[config.mk]
export PLATFORM = sky130hd
export DESIGN_NAME = chc_ctrl
export DESIGN_NICKNAME = d
export VERILOG_FILES = /design/src/rtl/core/copying_heap_collector_defines.svh /design/src/rtl/core/chc_pkg.sv /design/src/rtl/core/chc_ctrl.sv
export SDC_FILE = /design/constraint.sdc
export NUM_CORES = 1
export LEC_CHECK = 0
export BUFFER_PORTS_ARGS = -buffer_cell sky130_fd_sc_hd__buf_2
export CORE_ASPECT_RATIO = 1.5
export CORE_UTILIZATION = 33
export DETAILED_ROUTE_END_ITERATION = 12
export SLEW_MARGIN = 20
export SYNTH_ARGS = -nofsm -noshare
export SYNTH_HDL_FRONTEND = slang
export SYNTH_SLANG_ARGS = --single-unit
[constraint.sdc]
create_clock -name clk -period 1.8 [get_ports clk]
set_input_delay 0.09 -clock clk [delete_from_list [all_inputs] [get_ports clk]]
set_output_delay 0.09 -clock clk [all_outputs]
set_load 0.005 [all_outputs]
[src/rtl/core/copying_heap_collector_defines.svh]
// ----------------------------------------------------------------------------
// copying_heap_collector_defines
// assertion macros for the collector rtl
// ----------------------------------------------------------------------------
`ifndef COPYING_HEAP_COLLECTOR_DEFINES_SVH
`define COPYING_HEAP_COLLECTOR_DEFINES_SVH
`ifndef ASSERT_OFF
`define CHC_ASSERT_IMP(lbl, ante, cons) \
  lbl: assert property (@(posedge clk) disable iff (rst) (ante) |-> (cons)) \
    else $error("copying_heap_collector assertion failed");
`define CHC_ASSERT_NXT(lbl, ante, cons) \
  lbl: assert property (@(posedge clk) disable iff (rst) (ante) |=> (cons)) \
    else $error("copying_heap_collector assertion failed");
`else
`define CHC_ASSERT_IMP(lbl, ante, cons)
`define CHC_ASSERT_NXT(lbl, ante, cons)
`endif
`endif

[src/rtl/core/chc_pkg.sv]
// ----------------------------------------------------------------------------
// chc_pkg
// types, codes and defaults shared by the copying heap collector
// ----------------------------------------------------------------------------
package chc_pkg;

  localparam int HEAP_CELLS_DEF = 1024;
  localparam int ROOT_DEPTH_DEF = 64;
  localparam int HASH_SLOTS_DEF = 16;
  localparam int SIZE_W         = 11;
  localparam int PAIR_SPAN      = 2;
  localparam int PROC_SPAN      = 3;

  localparam logic [2:0] ACT_ALLOC      = 3'd0;
  localparam logic [2:0] ACT_WRITE_CELL = 3'd1;
  localparam logic [2:0] ACT_READ_CELL  = 3'd2;
  localparam logic [2:0] ACT_PUSH_ROOT  = 3'd3;
  localparam logic [2:0] ACT_POP_ROOT   = 3'd4;
  localparam logic [2:0] ACT_READ_ROOT  = 3'd5;
  localparam logic [2:0] ACT_WRITE_ROOT = 3'd6;
  localparam logic [2:0] ACT_COLLECT    = 3'd7;

  localparam logic [2:0] ST_OK        = 3'd0;
  localparam logic [2:0] ST_OOM       = 3'd1;
  localparam logic [2:0] ST_OVERFLOW  = 3'd2;
  localparam logic [2:0] ST_UNDERFLOW = 3'd3;
  localparam logic [2:0] ST_BAD_ADDR  = 3'd4;

  localparam logic [3:0] TAG_NIL       = 4'd6;
  localparam logic [3:0] TAG_FIRST_REF = 4'd10;
  localparam logic [3:0] TAG_HASH      = 4'd11;
  localparam logic [3:0] TAG_PROC      = 4'd12;
  localparam logic [3:0] TAG_MACRO     = 4'd13;
  localparam logic [3:0] TAG_VECTOR    = 4'd15;

  typedef logic [5:0] cmd_t;

  localparam cmd_t CMD_NONE       = 6'd0;
  localparam cmd_t CMD_LOAD       = 6'd1;
  localparam cmd_t CMD_COL_INIT   = 6'd2;
  localparam cmd_t CMD_ROOT_RDI   = 6'd3;
  localparam cmd_t CMD_LOAD_ROOT  = 6'd4;
  localparam cmd_t CMD_SCAN_RD    = 6'd5;
  localparam cmd_t CMD_LOAD_SCAN  = 6'd6;
  localparam cmd_t CMD_EV_IMM     = 6'd7;
  localparam cmd_t CMD_EV_LOOK    = 6'd8;
  localparam cmd_t CMD_EV_FWD     = 6'd9;
  localparam cmd_t CMD_EV_ZERO    = 6'd10;
  localparam cmd_t CMD_EV_PLAN    = 6'd11;
  localparam cmd_t CMD_EV_RD      = 6'd12;
  localparam cmd_t CMD_EV_WR      = 6'd13;
  localparam cmd_t CMD_EV_MARK    = 6'd14;
  localparam cmd_t CMD_RET_ROOT   = 6'd15;
  localparam cmd_t CMD_RET_SCAN   = 6'd16;
  localparam cmd_t CMD_BACK_INIT  = 6'd17;
  localparam cmd_t CMD_BACK_RD    = 6'd18;
  localparam cmd_t CMD_BACK_WR    = 6'd19;
  localparam cmd_t CMD_COL_END    = 6'd20;
  localparam cmd_t CMD_ALLOC_INIT = 6'd21;
  localparam cmd_t CMD_ALLOC_CLR  = 6'd22;
  localparam cmd_t CMD_ALLOC_END  = 6'd23;
  localparam cmd_t CMD_OOM        = 6'd24;
  localparam cmd_t CMD_CELL_WR    = 6'd25;
  localparam cmd_t CMD_CELL_RD    = 6'd26;
  localparam cmd_t CMD_CELL_RES   = 6'd27;
  localparam cmd_t CMD_BAD        = 6'd28;
  localparam cmd_t CMD_PUSH       = 6'd29;
  localparam cmd_t CMD_OVF        = 6'd30;
  localparam cmd_t CMD_POP        = 6'd31;
  localparam cmd_t CMD_UNF        = 6'd32;
  localparam cmd_t CMD_ROOT_RD    = 6'd33;
  localparam cmd_t CMD_ROOT_RES   = 6'd34;
  localparam cmd_t CMD_ROOT_WR    = 6'd35;
  localparam cmd_t CMD_OUT_LOAD   = 6'd36;

  typedef struct packed {
    logic [3:0]  tag;
    logic [31:0] payload;
    logic [10:0] length;
  } val_t;

  typedef struct packed {
    logic [2:0] act;
    logic       fits;
    logic       cell_ok;
    logic       root_full;
    logic       root_empty;
    logic       root_ok;
    logic       root_more;
    logic       scan_more;
    logic       ev_imm;
    logic       ev_moved;
    logic       ev_zero;
    logic       ev_nz;
    logic       cnt_last;
    logic       back_last;
    logic       clr_done;
  } dp_status_t;

endpackage

[src/rtl/core/chc_ctrl.sv]
// ----------------------------------------------------------------------------
// chc_ctrl
// sequencer for allocation, cell and root access and copying collection
// ----------------------------------------------------------------------------
module chc_ctrl import chc_pkg::*; (
  input  logic       clk,
  input  logic       rst,
  input  logic       in_valid,
  output logic       in_ready,
  input  logic       out_ready,
  output logic       out_valid,
  input  dp_status_t st,
  output cmd_t       cmd
);

  localparam logic [4:0] S_IDLE     = 5'd0;
  localparam logic [4:0] S_DEC      = 5'd1;
  localparam logic [4:0] S_A_CHK    = 5'd2;
  localparam logic [4:0] S_A_CLR    = 5'd3;
  localparam logic [4:0] S_CELL_RES = 5'd4;
  localparam logic [4:0] S_ROOT_RES = 5'd5;
  localparam logic [4:0] S_C_INIT   = 5'd6;
  localparam logic [4:0] S_R_CHK    = 5'd7;
  localparam logic [4:0] S_R_LOAD   = 5'd8;
  localparam logic [4:0] S_S_CHK    = 5'd9;
  localparam logic [4:0] S_S_LOAD   = 5'd10;
  localparam logic [4:0] S_EV_TEST  = 5'd11;
  localparam logic [4:0] S_EV_MOVED = 5'd12;
  localparam logic [4:0] S_EV_RD    = 5'd13;
  localparam logic [4:0] S_EV_WR    = 5'd14;
  localparam logic [4:0] S_EV_MARK  = 5'd15;
  localparam logic [4:0] S_EV_RET   = 5'd16;
  localparam logic [4:0] S_B_RD     = 5'd17;
  localparam logic [4:0] S_B_WR     = 5'd18;
  localparam logic [4:0] S_C_END    = 5'd19;
  localparam logic [4:0] S_OUT      = 5'd20;

  logic [4:0] state;
  logic [4:0] state_next;
  logic       in_scan;
  logic       after_col;
  logic       out_free;

  assign out_free = !out_valid || out_ready;

  always_comb begin
    state_next = state;
    cmd        = CMD_NONE;
    in_ready   = 1'b0;
    unique case (state)
      S_IDLE: begin
        in_ready = 1'b1;
        if (in_valid) begin
          cmd        = CMD_LOAD;
          state_next = S_DEC;
        end
      end
      S_DEC: begin
        state_next = S_OUT;
        unique case (st.act)
          ACT_ALLOC: state_next = S_A_CHK;
          ACT_WRITE_CELL: cmd = st.cell_ok ? CMD_CELL_WR : CMD_BAD;
          ACT_READ_CELL: begin
            cmd = st.cell_ok ? CMD_CELL_RD : CMD_BAD;
            if (st.cell_ok) state_next = S_CELL_RES;
          end
          ACT_PUSH_ROOT: cmd = st.root_full ? CMD_OVF : CMD_PUSH;
          ACT_POP_ROOT: cmd = st.root_empty ? CMD_UNF : CMD_POP;
          ACT_READ_ROOT: begin
            cmd = st.root_ok ? CMD_ROOT_RD : CMD_BAD;
            if (st.root_ok) state_next = S_ROOT_RES;
          end
          ACT_WRITE_ROOT: cmd = st.root_ok ? CMD_ROOT_WR : CMD_BAD;
          default: state_next = S_C_INIT;
        endcase
      end
      S_A_CHK: begin
        if (st.fits) begin
          cmd        = CMD_ALLOC_INIT;
          state_next = S_A_CLR;
        end else if (after_col) begin
          cmd        = CMD_OOM;
          state_next = S_OUT;
        end else begin
          state_next = S_C_INIT;
        end
      end
      S_A_CLR: begin
        if (st.clr_done) begin
          cmd        = CMD_ALLOC_END;
          state_next = S_OUT;
        end else begin
          cmd = CMD_ALLOC_CLR;
        end
      end
      S_CELL_RES: begin
        cmd        = CMD_CELL_RES;
        state_next = S_OUT;
      end
      S_ROOT_RES: begin
        cmd        = CMD_ROOT_RES;
        state_next = S_OUT;
      end
      S_C_INIT: begin
        cmd        = CMD_COL_INIT;
        state_next = S_R_CHK;
      end
      S_R_CHK: begin
        if (st.root_more) begin
          cmd        = CMD_ROOT_RDI;
          state_next = S_R_LOAD;
        end else begin
          state_next = S_S_CHK;
        end
      end
      S_R_LOAD: begin
        cmd        = CMD_LOAD_ROOT;
        state_next = S_EV_TEST;
      end
      S_S_CHK: begin
        if (st.scan_more) begin
          cmd        = CMD_SCAN_RD;
          state_next = S_S_LOAD;
        end else begin
          cmd        = CMD_BACK_INIT;
          state_next = S_B_RD;
        end
      end
      S_S_LOAD: begin
        cmd        = CMD_LOAD_SCAN;
        state_next = S_EV_TEST;
      end
      S_EV_TEST: begin
        if (st.ev_imm) begin
          cmd        = CMD_EV_IMM;
          state_next = S_EV_RET;
        end else begin
          cmd        = CMD_EV_LOOK;
          state_next = S_EV_MOVED;
        end
      end
      S_EV_MOVED: begin
        if (st.ev_moved) begin
          cmd        = CMD_EV_FWD;
          state_next = S_EV_RET;
        end else if (st.ev_zero) begin
          cmd        = CMD_EV_ZERO;
          state_next = S_EV_RET;
        end else begin
          cmd        = CMD_EV_PLAN;
          state_next = st.ev_nz ? S_EV_RD : S_EV_MARK;
        end
      end
      S_EV_RD: begin
        cmd        = CMD_EV_RD;
        state_next = S_EV_WR;
      end
      S_EV_WR: begin
        cmd        = CMD_EV_WR;
        state_next = st.cnt_last ? S_EV_MARK : S_EV_RD;
      end
      S_EV_MARK: begin
        cmd        = CMD_EV_MARK;
        state_next = S_EV_RET;
      end
      S_EV_RET: begin
        cmd        = in_scan ? CMD_RET_SCAN : CMD_RET_ROOT;
        state_next = in_scan ? S_S_CHK : S_R_CHK;
      end
      S_B_RD: begin
        cmd        = CMD_BACK_RD;
        state_next = S_B_WR;
      end
      S_B_WR: begin
        cmd        = CMD_BACK_WR;
        state_next = st.back_last ? S_C_END : S_B_RD;
      end
      S_C_END: begin
        cmd        = CMD_COL_END;
        state_next = (st.act == ACT_ALLOC) ? S_A_CHK : S_OUT;
      end
      S_OUT: begin
        if (out_free) begin
          cmd        = CMD_OUT_LOAD;
          state_next = S_IDLE;
        end
      end
      default: state_next = S_IDLE;
    endcase
  end

  always_ff @(posedge clk) begin
    if (rst) begin
      state     <= S_IDLE;
      in_scan   <= 1'b0;
      after_col <= 1'b0;
      out_valid <= 1'b0;
    end else begin
      state <= state_next;
      if (state == S_R_LOAD) in_scan <= 1'b0;
      if (state == S_S_LOAD) in_scan <= 1'b1;
      if (state == S_IDLE) after_col <= 1'b0;
      if (state == S_C_END) after_col <= 1'b1;
      if (state == S_OUT && out_free) begin
        out_valid <= 1'b1;
      end else if (out_ready) begin
        out_valid <= 1'b0;
      end
    end
  end

endmodule

==> impl_metrics.toml, run 1 <==
[clock_network]
clock_sinks = 8
cts_root_buf = "clkbuf_8"
cts_tree = "built"
clk-insertion-delay-late_ns = 0.24
clk_pin_slew_worst_paths_ns = 0.05
cts_hold_buf = 0
cts_buffers = 3
htree_levels = 1
cts_buffer_depth = 2

[floorplanning]
coreArea_um2 = 4029
die_area_um2 = 4559
start_util_pct = 35.12
rows = 28
io_pins = 29
die_x_um = 55.47
die_h_um = 82.20

[sta]
fmax_ghz = 0.5237
setup_viol = 6
min_period_ns = 1.909
hold_violations = 0
drv_slew = 0
finalCritPeriodShare_pct = 106.1
rsz0062_at_grt = "true"
finClkSkew_ns = 0.007561
slew_headroom_pct = 70.31
tightest_slew_ns = 0.4420
setup_slack_ns = -0.1094

[critical_path]
reg2reg_slack_ns = -0.03
cpMaxStageDelayCell = "a311oi_2"
cp_num_buf_inv = 2
r2r-end = "state[0]$_SDFFE_PP0P_"
cp-start-kind = "flip-flop"
path_cells = "buf_6 > or3b_1 > a311oi_2 > nor4_1 > nand2_1 > buf_2"
path_class = "reg -> out"
critPathTopFamily = "simple AND/OR/NAND/NOR gates"
critPathMaxStageDelay_ns = 0.40
cp_max_fo = 7
r2r_cells = 5
end_kind = "primary output"
arrival_ns = 1.82
reg2reg_from = "state[0]$_SDFFE_PP0P_"
required_ns = 1.71

[outcome]
violations = "setup timing"
status = "complete, but fails checks"

[yosys]
ys_seq_area_share_pct = 11.32
synth_edf_count = 0
synth_flop_cell = "dfxtp_1"
yosys_warnings = 0
syn_nets = 224
syn_inst = 203
syn_area_um2 = 1415
synthArstFlopShare_pct = 0
syn_avg_cell_area_um2 = 6.971
ys_seq_elements = 8
ys_types = 60

[job]
drv_cap = 0

[placed_design]
place_ws_ns = -0.002502
port_buffers = 28
gp_congestion = 0.9900
placed_area_um2 = 1784
hpwl_um = 4034

[route]
wirelength_um = 5798
route.detailed.drc = 0
drt_iter0_markers = 125
first_pass_iters = 6
vias = 1944
avgRoutedWirePerCell_um = 19.07
viasPerCell = 6.395
drtAntennaViolNets = 0

[pwr]
pwr_density_cell_nw_per_um2 = 1176
ir_drop_mv = 0.6194
leakage_nw = 0.8143

[hold_path]
holdPathStages = 2
worstHoldStart = "rst"
hold_path_end = "state[0]$_SDFFE_PP0P_"
hold_path_class = "in -> reg"

[finish]
multi_input_area_um2 = 1254
nets = 282
fin_area_um2 = 2092
area_growth_pct = 47.83
fillers = 373
regArea_um2 = 176.4
drive_gt1_share_pct = 42.47
num_antenna_cells = 0

[global_route]
grt_util_all_layers_pct = 23.89
grt_pass1_wl_um = 8480
grt_antenna_before_repair = 0
grt.overflow.total = 0
grt_max_degree = 18
grt_pass1_vias = 1718
-- registers in the layout, indices dropped and copies added, names as in the netlist --
name / count
after_col: 1
state: 5
in_scan: 1
out_valid: 1
-- Yosys cell counts (all sizes together), types with 3 or more instances --
library cell	n	area (um^2)
nor4b	7	82.57
o211ai	3	22.52
dfxtp	8	160.2
nor3	11	55.05
a211oi	8	60.06
nor2	17	63.81
a311oi	3	38.79
nor4	5	31.28
nand2	7	26.28
mux2	3	33.78
a31oi	4	25.02
nand2b	13	81.33
nor2b	6	37.54
o21ai	11	55.05
o32ai	4	35.03
inv	9	33.78
nand3b	3	22.52
a21oi	12	60.06
or3	5	31.28
or3b	5	43.79
clkbuf	7	26.28
buf	14	73.82
-- how the worst max path moves through the flow --
stage,start,end,slack (ns),cells past startpoint
after floorplan,state[2]$_SDFFE_PP0P_,state[0]$_SDFFE_PP0P_,0.20,5
after global placement,state[2]$_SDFFE_PP0P_,state[4]$_SDFFE_PP0P_,-0.003,6
after detailed placement,state[2]$_SDFFE_PP0P_,state[4]$_SDFFE_PP0P_,-0.003,4
after CTS,state[3]$_SDFFE_PP0P_,cmd[0],-0.02,7
after global routing,state[2]$_SDFFE_PP0P_,cmd[3],-0.15,6
final,state[2]$_SDFFE_PP0P_,cmd[3],-0.11,6
-- metal layers --
layer / global-route usage [%] / up-vias / wire length, um
met5: 0 / - / 0
met4: 14.50 / 0 / 338
met3: 1.090 / 36 / 486
met2: 45.66 / 131 / 2925
met1: 26.07 / 885 / 2047
li1: - / 892 / -
-- cells in the final DEF (no fill, tap or decap), types with 5 or more instances in the layout --
master	count
nor4_1	5
buf_2	29
inv_1	8
nand2b_1	12
nor3_1	9
buf_4	38
a211oi_1	7
nor2b_1	6
a21oi_1	10
nor2_1	16
nand2_1	7
o21ai_0	8
-- through the flow --
stage | total power [mW] | TNS (ns) | cells | hold slack (ns) | utilization, %
floorplan | 1.210 | 0 | 203 | 0.3082 | -
global placement | 1.824 | -0.004475 | 288 | 0.4005 | 44.29
detailed placement | 1.831 | -0.002502 | 288 | 0.4130 | 44.29
CTS | 2.211 | -0.02070 | 297 | 0.1539 | 48.35
global route | 2.587 | -0.8237 | 304 | 0.1623 | 51.93
finish | 2.460 | -0.2937 | 304 | 0.1688 | 51.93
-- final cells by class --
cell class	count	share of cell area [%]
flip-flops and latches	8	8.433
repair buffers	74	25.36
inverters	9	1.615
clock buffers	3	1.974
multi-input cells	165	59.93
well taps	45	2.691
-- power breakdown --
group | total (mW) | internal [mW] | leakage (nW) | switching (mW)
Sequential | 0.317 | 0.226 | 0.0684 | 0.0913
Combinational | 1.91 | 0.958 | 0.724 | 0.952
Clock | 0.232 | 0.146 | 0.0216 | 0.0853
Total | 2.46 | 1.33 | 0.814 | 1.13
-- cell families after synthesis --
logic type,synth area share [%]
compound gates,35.37
xor+xnor,1.857
buf+inv,9.461
flops,11.32
mux,3.094
simple gates,38.90
-- repair_timing --
item                       CTS  global route
pin swaps                    7             7
setup buffers                6             7
resized for setup           24            17
setup endpoints to repair    6            10
hold endpoints to repair     0             0
Note: power is estimated with default switching activity, not from simulation.
==> run 2, diff against run 1 <==
--- a/config.mk
+++ b/config.mk
@@ -7,6 +7,7 @@
 export LEC_CHECK = 0
 export BUFFER_PORTS_ARGS = -buffer_cell sky130_fd_sc_hd__buf_2
 export CORE_ASPECT_RATIO = 1.5
+export CORE_MARGIN = 2
 export CORE_UTILIZATION = 33
 export DETAILED_ROUTE_END_ITERATION = 12
 export SLEW_MARGIN = 20
==> constraint.sdc (replaced) <==
create_clock -name clk -period 1.8 [get_ports clk]
set_input_delay 0.18 -clock clk [delete_from_list [all_inputs] [get_ports clk]]
set_output_delay 0.18 -clock clk [all_outputs]
set_load 0.005 [all_outputs]
==> run 2 against run 1 <==
Compared with the run above:
- the flow still finishes with violations (setup timing)
- largest cell class unchanged
- routed wire length rose by 2.6%
- critical endpoint is now cmd[2]
- critical path type unchanged
- global-route usage rose by 0.41 points
- combinational power rose by 12%
- final cell count rose by 3.9%
- non-clock buffer count rose by 11
- utilization rose by 0.85 points
- via count rose by 1.1%
- clock-buffer cell count did not move
- sequential power fell by 9.8%
- power rose by 7.6%
==> impl_metrics.toml, run 2 (synthesis results as in run 1) <==
[outcome]
status = "complete, but fails checks"
violations = "setup timing"

[pwr]
leakage_nw = 0.8844
p_int_mw = 1.450
pwr_density_cell_nw_per_um2 = 1202
comb_power_share_pct = 80.3
ir_drop_mv = 0.7001
switching_share_pct = 45.21
p_sw_mw = 1.196
p_clk_share_pct = 8.9
pwr-share-seq_pct = 10.8

[critical_path]
cp-start-kind = "flip-flop"
cp-endpoint = "cmd[2]"
arrival_ns = 1.73
cp_num_buf_inv = 1
cpMaxStageDelayCell = "or3_4"
r2r_cells = 8
required_ns = 1.62
path_cells = "or3_4 > o32a_1 > o21a_1 > o211ai_1 > buf_2"
crit_start = "state[4]$_SDFFE_PP0P_"
path_class = "reg -> out"
end_kind = "primary output"
critPathTopFamily = "compound AO/OA/AOI/OAI gates"
r2r-end = "state[2]$_SDFFE_PP0P_"
reg2reg_slack_ns = 0.03
cp_max_fo = 6
reg2reg_from = "state[2]$_SDFFE_PP0P_"
crit_cells = 5
critPathMaxStageDelay_ns = 0.45

[finish]
area_growth_pct = 55.61
largest_register_ffs = 5
final_common_cell = "buf_4"
num_antenna_cells = 0
fin_area_um2 = 2202
final_cell_mix = "buf_4, buf_2, nor2_1"
nets = 293
drive_gt1_share_pct = 47.41
top_register = "state"

[route]
route.detailed.drc = 0
drtAntennaViolNets = 0
first_pass_iters = 4
viasPerCell = 6.222
drt_iter0_markers = 69
wirelength_um = 5950
vias = 1966
avgRoutedWirePerCell_um = 18.83

[global_route]
grt_antenna_before_repair = 0
grt_max_degree = 16
grt_pass1_wl_um = 9204
grt.overflow.total = 0
grt_util_all_layers_pct = 24.31
grt_pass1_vias = 1924

[placed_design]
gp_congestion = 0.9329
placed_area_um2 = 1856
hpwl_um = 4254
port_buffers = 28

[clock_network]
htree_levels = 1
cts_buffers = 3
cts_root_buf = "clkbuf_8"
clock_sinks = 8
cts_hold_buf = 0
clk-insertion-delay-late_ns = 0.24
cts_tree = "built"
clk_pin_slew_worst_paths_ns = 0.05
cts_buffer_depth = 2

[sta]
finClkSkew_ns = 0.003152
tns_ns = -0.3205
tightest_slew_ns = 0.4566
drv_slew = 0
finalCritPeriodShare_pct = 105.9
setup_viol = 5
hold_violations = 0
min_period_ns = 1.906
rsz0062_at_grt = "true"
slew_headroom_pct = 69.33
setup_slack_ns = -0.1056
fmax_ghz = 0.5248

[floorplanning]
io_pins = 29
die_h_um = 84.20
die_area_um2 = 4839
rows = 29
die_x_um = 57.47
start_util_pct = 33.91
coreArea_um2 = 4173

[job]
drv_cap = 0

[hold_path]
worstHoldStart = "rst"
hold_path_class = "in -> reg"
-- run 2: layout make-up --
cell class | instances | area (um^2)
flip-flops and latches | 8 | 171.4
repair buffers | 85 | 610.6
clock buffers | 3 | 41.29
well taps | 46 | 57.56
inverters | 9 | 33.78
multi-input cells | 165 | 1287
fillers | 382 | 1971
-- run 2: worst min path at each step --
| stage | cells after the start | endpoint |
|---|---|---|
| floorplan | 3 | state[1]$_SDFFE_PP0P_ |
| global placement | 2 | in_scan$_SDFFE_PP0P_ |
| detailed placement | 2 | state[0]$_SDFFE_PP0P_ |
| CTS | 2 | state[0]$_SDFFE_PP0P_ |
| global route | 2 | state[0]$_SDFFE_PP0P_ |
| finish | 2 | state[0]$_SDFFE_PP0P_ |
-- run 2: power by group through the flow --
stage          clock network [mW]  logic (mW)  registers (mW)
2_1_floorplan                   0       0.980           0.230
3_3_place_gp                    0        1.68           0.270
3_5_place_dp                    0        1.68           0.271
4_1_cts                     0.232        1.88           0.271
5_1_grt                     0.235        2.26           0.289
6_report                    0.235        2.13           0.286
-- run 2: per-stage QoR --
step	power, mW	instances	worst slack (ns)	hold WS, ns	utilization (%)
after CTS	2.383	312	-0.06375	0.2308	49.00
after detailed placement	1.951	300	-0.08933	0.4873	44.47
after global routing	2.783	316	-0.1330	0.2368	52.77
final	2.647	316	-0.1056	0.2304	52.77
after floorplan	1.210	203	0.2041	0.3982	-
after global placement	1.949	300	-0.06554	0.4869	44.47
-- run 2: what timing repair did --
action / CTS / global route
gates cloned: 0 / 0
endpoints found under the hold margin: 0 / 0
pin swaps: 8 / 7
setup buffers: 9 / 4
setup endpoints to repair: 9 / 9
resized for setup: 23 / 27
-- run 2: metal layers --
layer	GRT usage [%]	up-vias	share of wire (%)
met5	0	-	0
met4	17.76	0	7.8
met3	3.390	40	5.4
met2	42.15	95	50
met1	25.82	916	37
li1	-	915	-
==> run 3, diff against run 2 <==
--- a/config.mk
+++ b/config.mk
@@ -8,8 +8,10 @@
 export BUFFER_PORTS_ARGS = -buffer_cell sky130_fd_sc_hd__buf_2
 export CORE_ASPECT_RATIO = 1.5
 export CORE_MARGIN = 2
-export CORE_UTILIZATION = 33
+export CORE_UTILIZATION = 55
 export DETAILED_ROUTE_END_ITERATION = 12
+export PLACE_DENSITY = 0.8
+export SETUP_SLACK_MARGIN = 0.2
 export SLEW_MARGIN = 20
 export SYNTH_ARGS = -nofsm -noshare
 export SYNTH_HDL_FRONTEND = slang
==> run 3 against run 2 <==
Compared with the run above:
- the flow now stops in global routing
- synthesized cell count stayed put
- synthesized area did not move
==> impl_metrics.toml, run 3 <==
[floorplanning]
rows = 22
die_h_um = 66.13
die_x_um = 45.42
io_pins = 29
start_util_pct = 57.76

[clock_network]
htree_levels = 1
clock_sinks = 8
cts_buffer_depth = 2
cts_root_buf = "clkbuf_4"
cts_hold_buf = 0
cts_buffers = 3

[outcome]
error = "[ERROR GRT-0232] Routing congestion too high. Check the congestion heatmap in the GUI."
status = "stopped before the end"
stop_stage = "global routing"

[yosys]
yosys_warnings = 0
ys_seq_area_share_pct = 11.32
syn_avg_cell_area_um2 = 6.971
synth_top_family_by_area = "simple AND/OR/NAND/NOR gates"
ys_seq_elements = 8
syn_inst = 203
synthArstFlopShare_pct = 0
synth_top_area_share_pct = 11.32
syn_nets = 224
ys_types = 60
synth_edf_count = 0
synthSimpleGateAreaFrac_pct = 38.90
syn_area_um2 = 1415
synth_xor_xnor_area_share_pct = 1.857
netlist_top_cells_area = "dfxtp_1, nand2b_1, nor2_1"
synth.largest_area_cell = "dfxtp_1"
synth_mux_area_share_pct = 3.095
netlist_top_cells_count = "nor2_1, nand2b_1, a21oi_1"
synth_most_common_cell = "nor2_1"
synth-compound-area-share_pct = 35.37
synth_flop_cell = "dfxtp_1"
synth-adder-area-share_pct = 0

[sta]
crit_endpoint = "cmd[3]"
worstEpCategory = "primary output"

[global_route]
grt.overflow.total = 54
grt_max_degree = 16
grt_util_all_layers_pct = 77.16

[placed_design]
hpwl_um = 3953
port_buffers = 28
gp_congestion = 1.071
## run 3: cell counts after synthesis
Identical to the previous run, type by type.
## run 3: metal layers
| layer | overflow | GRT usage (%) |
|---|---|---|
| met2 | 33 | 98.24 |
| met4 | 21 | 85.29 |
| met3 | 0 | 49.45 |
| met1 | 0 | 76.03 |
| met5 | 0 | 2.222 |
## run 3: stage by stage
step                      instance area (um^2)  hold slack (ns)  instances  setup WS (ns)  TNS [ns]
after floorplan                           1415           0.3982        203         0.2041         0
after global placement                    1728           0.4664        263       -0.01679  -0.02541
after detailed placement                  1728           0.4608        263       -0.03075  -0.08464
after CTS                                 2032           0.2000        281       -0.08497   -0.3488
## run 3: kinds of logic after synthesis
kind of cell,after synthesis
and+or+nand+nor,89
AOI/OAI and AO/OA,69
buffers and inverters,30
DFF,8
muxes,4
xor gates and xnor gates,3
## run 3: timing repair
item / in CTS
gates cloned: 0
gates resized for setup: 44
setup endpoints to repair: 12
buffers inserted: 15
pin swaps: 16
==> run 4, diff against run 3 <==
--- a/config.mk
+++ b/config.mk
@@ -6,12 +6,10 @@
 export NUM_CORES = 1
 export LEC_CHECK = 0
 export BUFFER_PORTS_ARGS = -buffer_cell sky130_fd_sc_hd__buf_2
-export CORE_ASPECT_RATIO = 1.5
-export CORE_MARGIN = 2
-export CORE_UTILIZATION = 55
+export CORE_AREA = 2 2 63 65
 export DETAILED_ROUTE_END_ITERATION = 12
-export PLACE_DENSITY = 0.8
-export SETUP_SLACK_MARGIN = 0.2
+export DIE_AREA = 0 0 65 67
+export PLACE_DENSITY_LB_ADDON = 0.15
 export SLEW_MARGIN = 20
 export SYNTH_ARGS = -nofsm -noshare
 export SYNTH_HDL_FRONTEND = slang
==> run 4 against run 3 <==
Compared with the run above:
- the flow now finishes, with violations (setup timing)
==> impl_metrics.toml, run 4 (synthesis results as in run 1) <==
[finish]
multi_input_area_um2 = 1234
final_common_cell = "buf_4"
final_core_util_pct = 55.48
final_cell_mix = "buf_4, buf_2, nor2_1"
regArea_um2 = 176.4
top_register = "state"
num_antenna_cells = 0
fillers = 354
largest_register_ffs = 5
drive_gt1_share_pct = 39.92
nets = 276
fin_area_um2 = 2001
area_growth_pct = 41.38

[job]
drv_cap = 0

[clock_network]
cts_buffer_depth = 2
cts_root_buf = "clkbuf_8"
cts_tree = "built"
clk_pin_slew_worst_paths_ns = 0.05
clk-insertion-delay-late_ns = 0.24
htree_levels = 1
cts_hold_buf = 0
cts_buffers = 3
clock_sinks = 8

[sta]
fmax_ghz = 0.5274
setup_viol = 5
setup_slack_ns = -0.09626
tightest_slew_ns = 0.4822
min_period_ns = 1.896
drv_slew = 0
finClkSkew_ns = 0.005389
finalCritPeriodShare_pct = 105.3
slew_headroom_pct = 67.02
tns_ns = -0.3194
rsz0062_at_grt = "true"
hold_violations = 0

[global_route]
grt_max_degree = 15
grt.overflow.total = 0
grt_pass1_vias = 1690
grt_util_all_layers_pct = 24.94
grt_antenna_before_repair = 0
grt_pass1_wl_um = 8252

[pwr]
pwr-share-seq_pct = 13.1
pwr_density_cell_nw_per_um2 = 1145
comb_power_share_pct = 76.8
switching_share_pct = 45.79
p_sw_mw = 1.049
p_int_mw = 1.241
p_clk_share_pct = 10.1
leakage_nw = 0.7765
ir_drop_mv = 0.5247

[critical_path]
path_cells = "or3_4 > o32a_1 > o21a_1 > o211ai_1 > buf_2"
cp_max_fo = 6
reg2reg_from = "state[3]$_SDFFE_PP0P_"
end_kind = "primary output"
crit_start = "state[3]$_SDFFE_PP0P_"
cp-start-kind = "flip-flop"
cp_num_buf_inv = 1
r2r-end = "state[4]$_SDFFE_PP0P_"
critPathMaxStageDelay_ns = 0.43
arrival_ns = 1.72
critPathTopFamily = "compound AO/OA/AOI/OAI gates"
r2r_cells = 5
reg2reg_slack_ns = 0.07
cp-endpoint = "cmd[2]"
crit_cells = 5
required_ns = 1.62
cpMaxStageDelayCell = "or3_4"
path_class = "reg -> out"

[route]
first_pass_iters = 4
route.detailed.drc = 0
avgRoutedWirePerCell_um = 17.77
drt_iter0_markers = 157
wirelength_um = 5348
drtAntennaViolNets = 0
viasPerCell = 6.053
vias = 1822

[floorplanning]
start_util_pct = 39.24
die_h_um = 67
die_area_um2 = 4355
io_pins = 29
coreArea_um2 = 3606
rows = 22
die_x_um = 65

[hold_path]
hold_path_class = "in -> reg"

[placed_design]
gp_congestion = 0.9418
placed_area_um2 = 1770
port_buffers = 28
hpwl_um = 3882

[outcome]
status = "complete, but fails checks"
violations = "setup timing"
[run 4: area by class of cell]
class / instances / area share, %
well taps: 48 / 3.002
flip-flops and latches: 8 / 8.818
inverters: 9 / 1.689
multi-input cells: 165 / 61.66
repair buffers: 68 / 22.76
clock buffers: 3 / 2.064
[run 4: worst min-delay path by stage]
stage | startpoint | end | depth (start not counted)
6_report | rst | state[0]$_SDFFE_PP0P_ | 2
3_3_place_gp | rst | state[0]$_SDFFE_PP0P_ | 2
4_1_cts | rst | state[0]$_SDFFE_PP0P_ | 2
3_5_place_dp | rst | state[0]$_SDFFE_PP0P_ | 2
2_1_floorplan | st[3] | state[1]$_SDFFE_PP0P_ | 3
5_1_grt | rst | state[0]$_SDFFE_PP0P_ | 2
[run 4: repair_timing]
| action | in CTS | in global routing |
|---|---|---|
| cloned | 0 | 0 |
| resized for setup | 22 | 12 |
| setup endpoints to repair | 6 | 8 |
| pin swaps | 5 | 12 |
| buffers inserted | 4 | 5 |
[run 4: routing by layer]
layer / track usage (%) / wire (um) / up-vias
met5: 0 / 0 / -
met4: 10.37 / 176 / 0
met3: 3.378 / 399 / 17
met2: 40.59 / 2430 / 86
met1: 32.86 / 2342 / 839
li1: - / - / 880
[run 4: stage by stage]
step / hold WS [ns] / power [mW] / worst slack, ns / cells
final: 0.2461 / 2.290 / -0.09626 / 301
after global routing: 0.2406 / 2.436 / -0.1807 / 301
after CTS: 0.2348 / 2.162 / -0.1066 / 299
after detailed placement: 0.4888 / 1.780 / 0.006677 / 292
after global placement: 0.4930 / 1.802 / -0.02432 / 292
after floorplan: 0.3982 / 1.210 / 0.2041 / 203
[run 4: power groups by stage]
| stage | Sequential [mW] | Clock [mW] | Combinational, mW |
|---|---|---|---|
| finish | 0.299 | 0.232 | 1.76 |
| detailed placement | 0.274 | 0 | 1.51 |
| floorplan | 0.230 | 0 | 0.980 |
| CTS | 0.286 | 0.234 | 1.64 |
| global placement | 0.272 | 0 | 1.53 |
| global route | 0.307 | 0.245 | 1.88 |
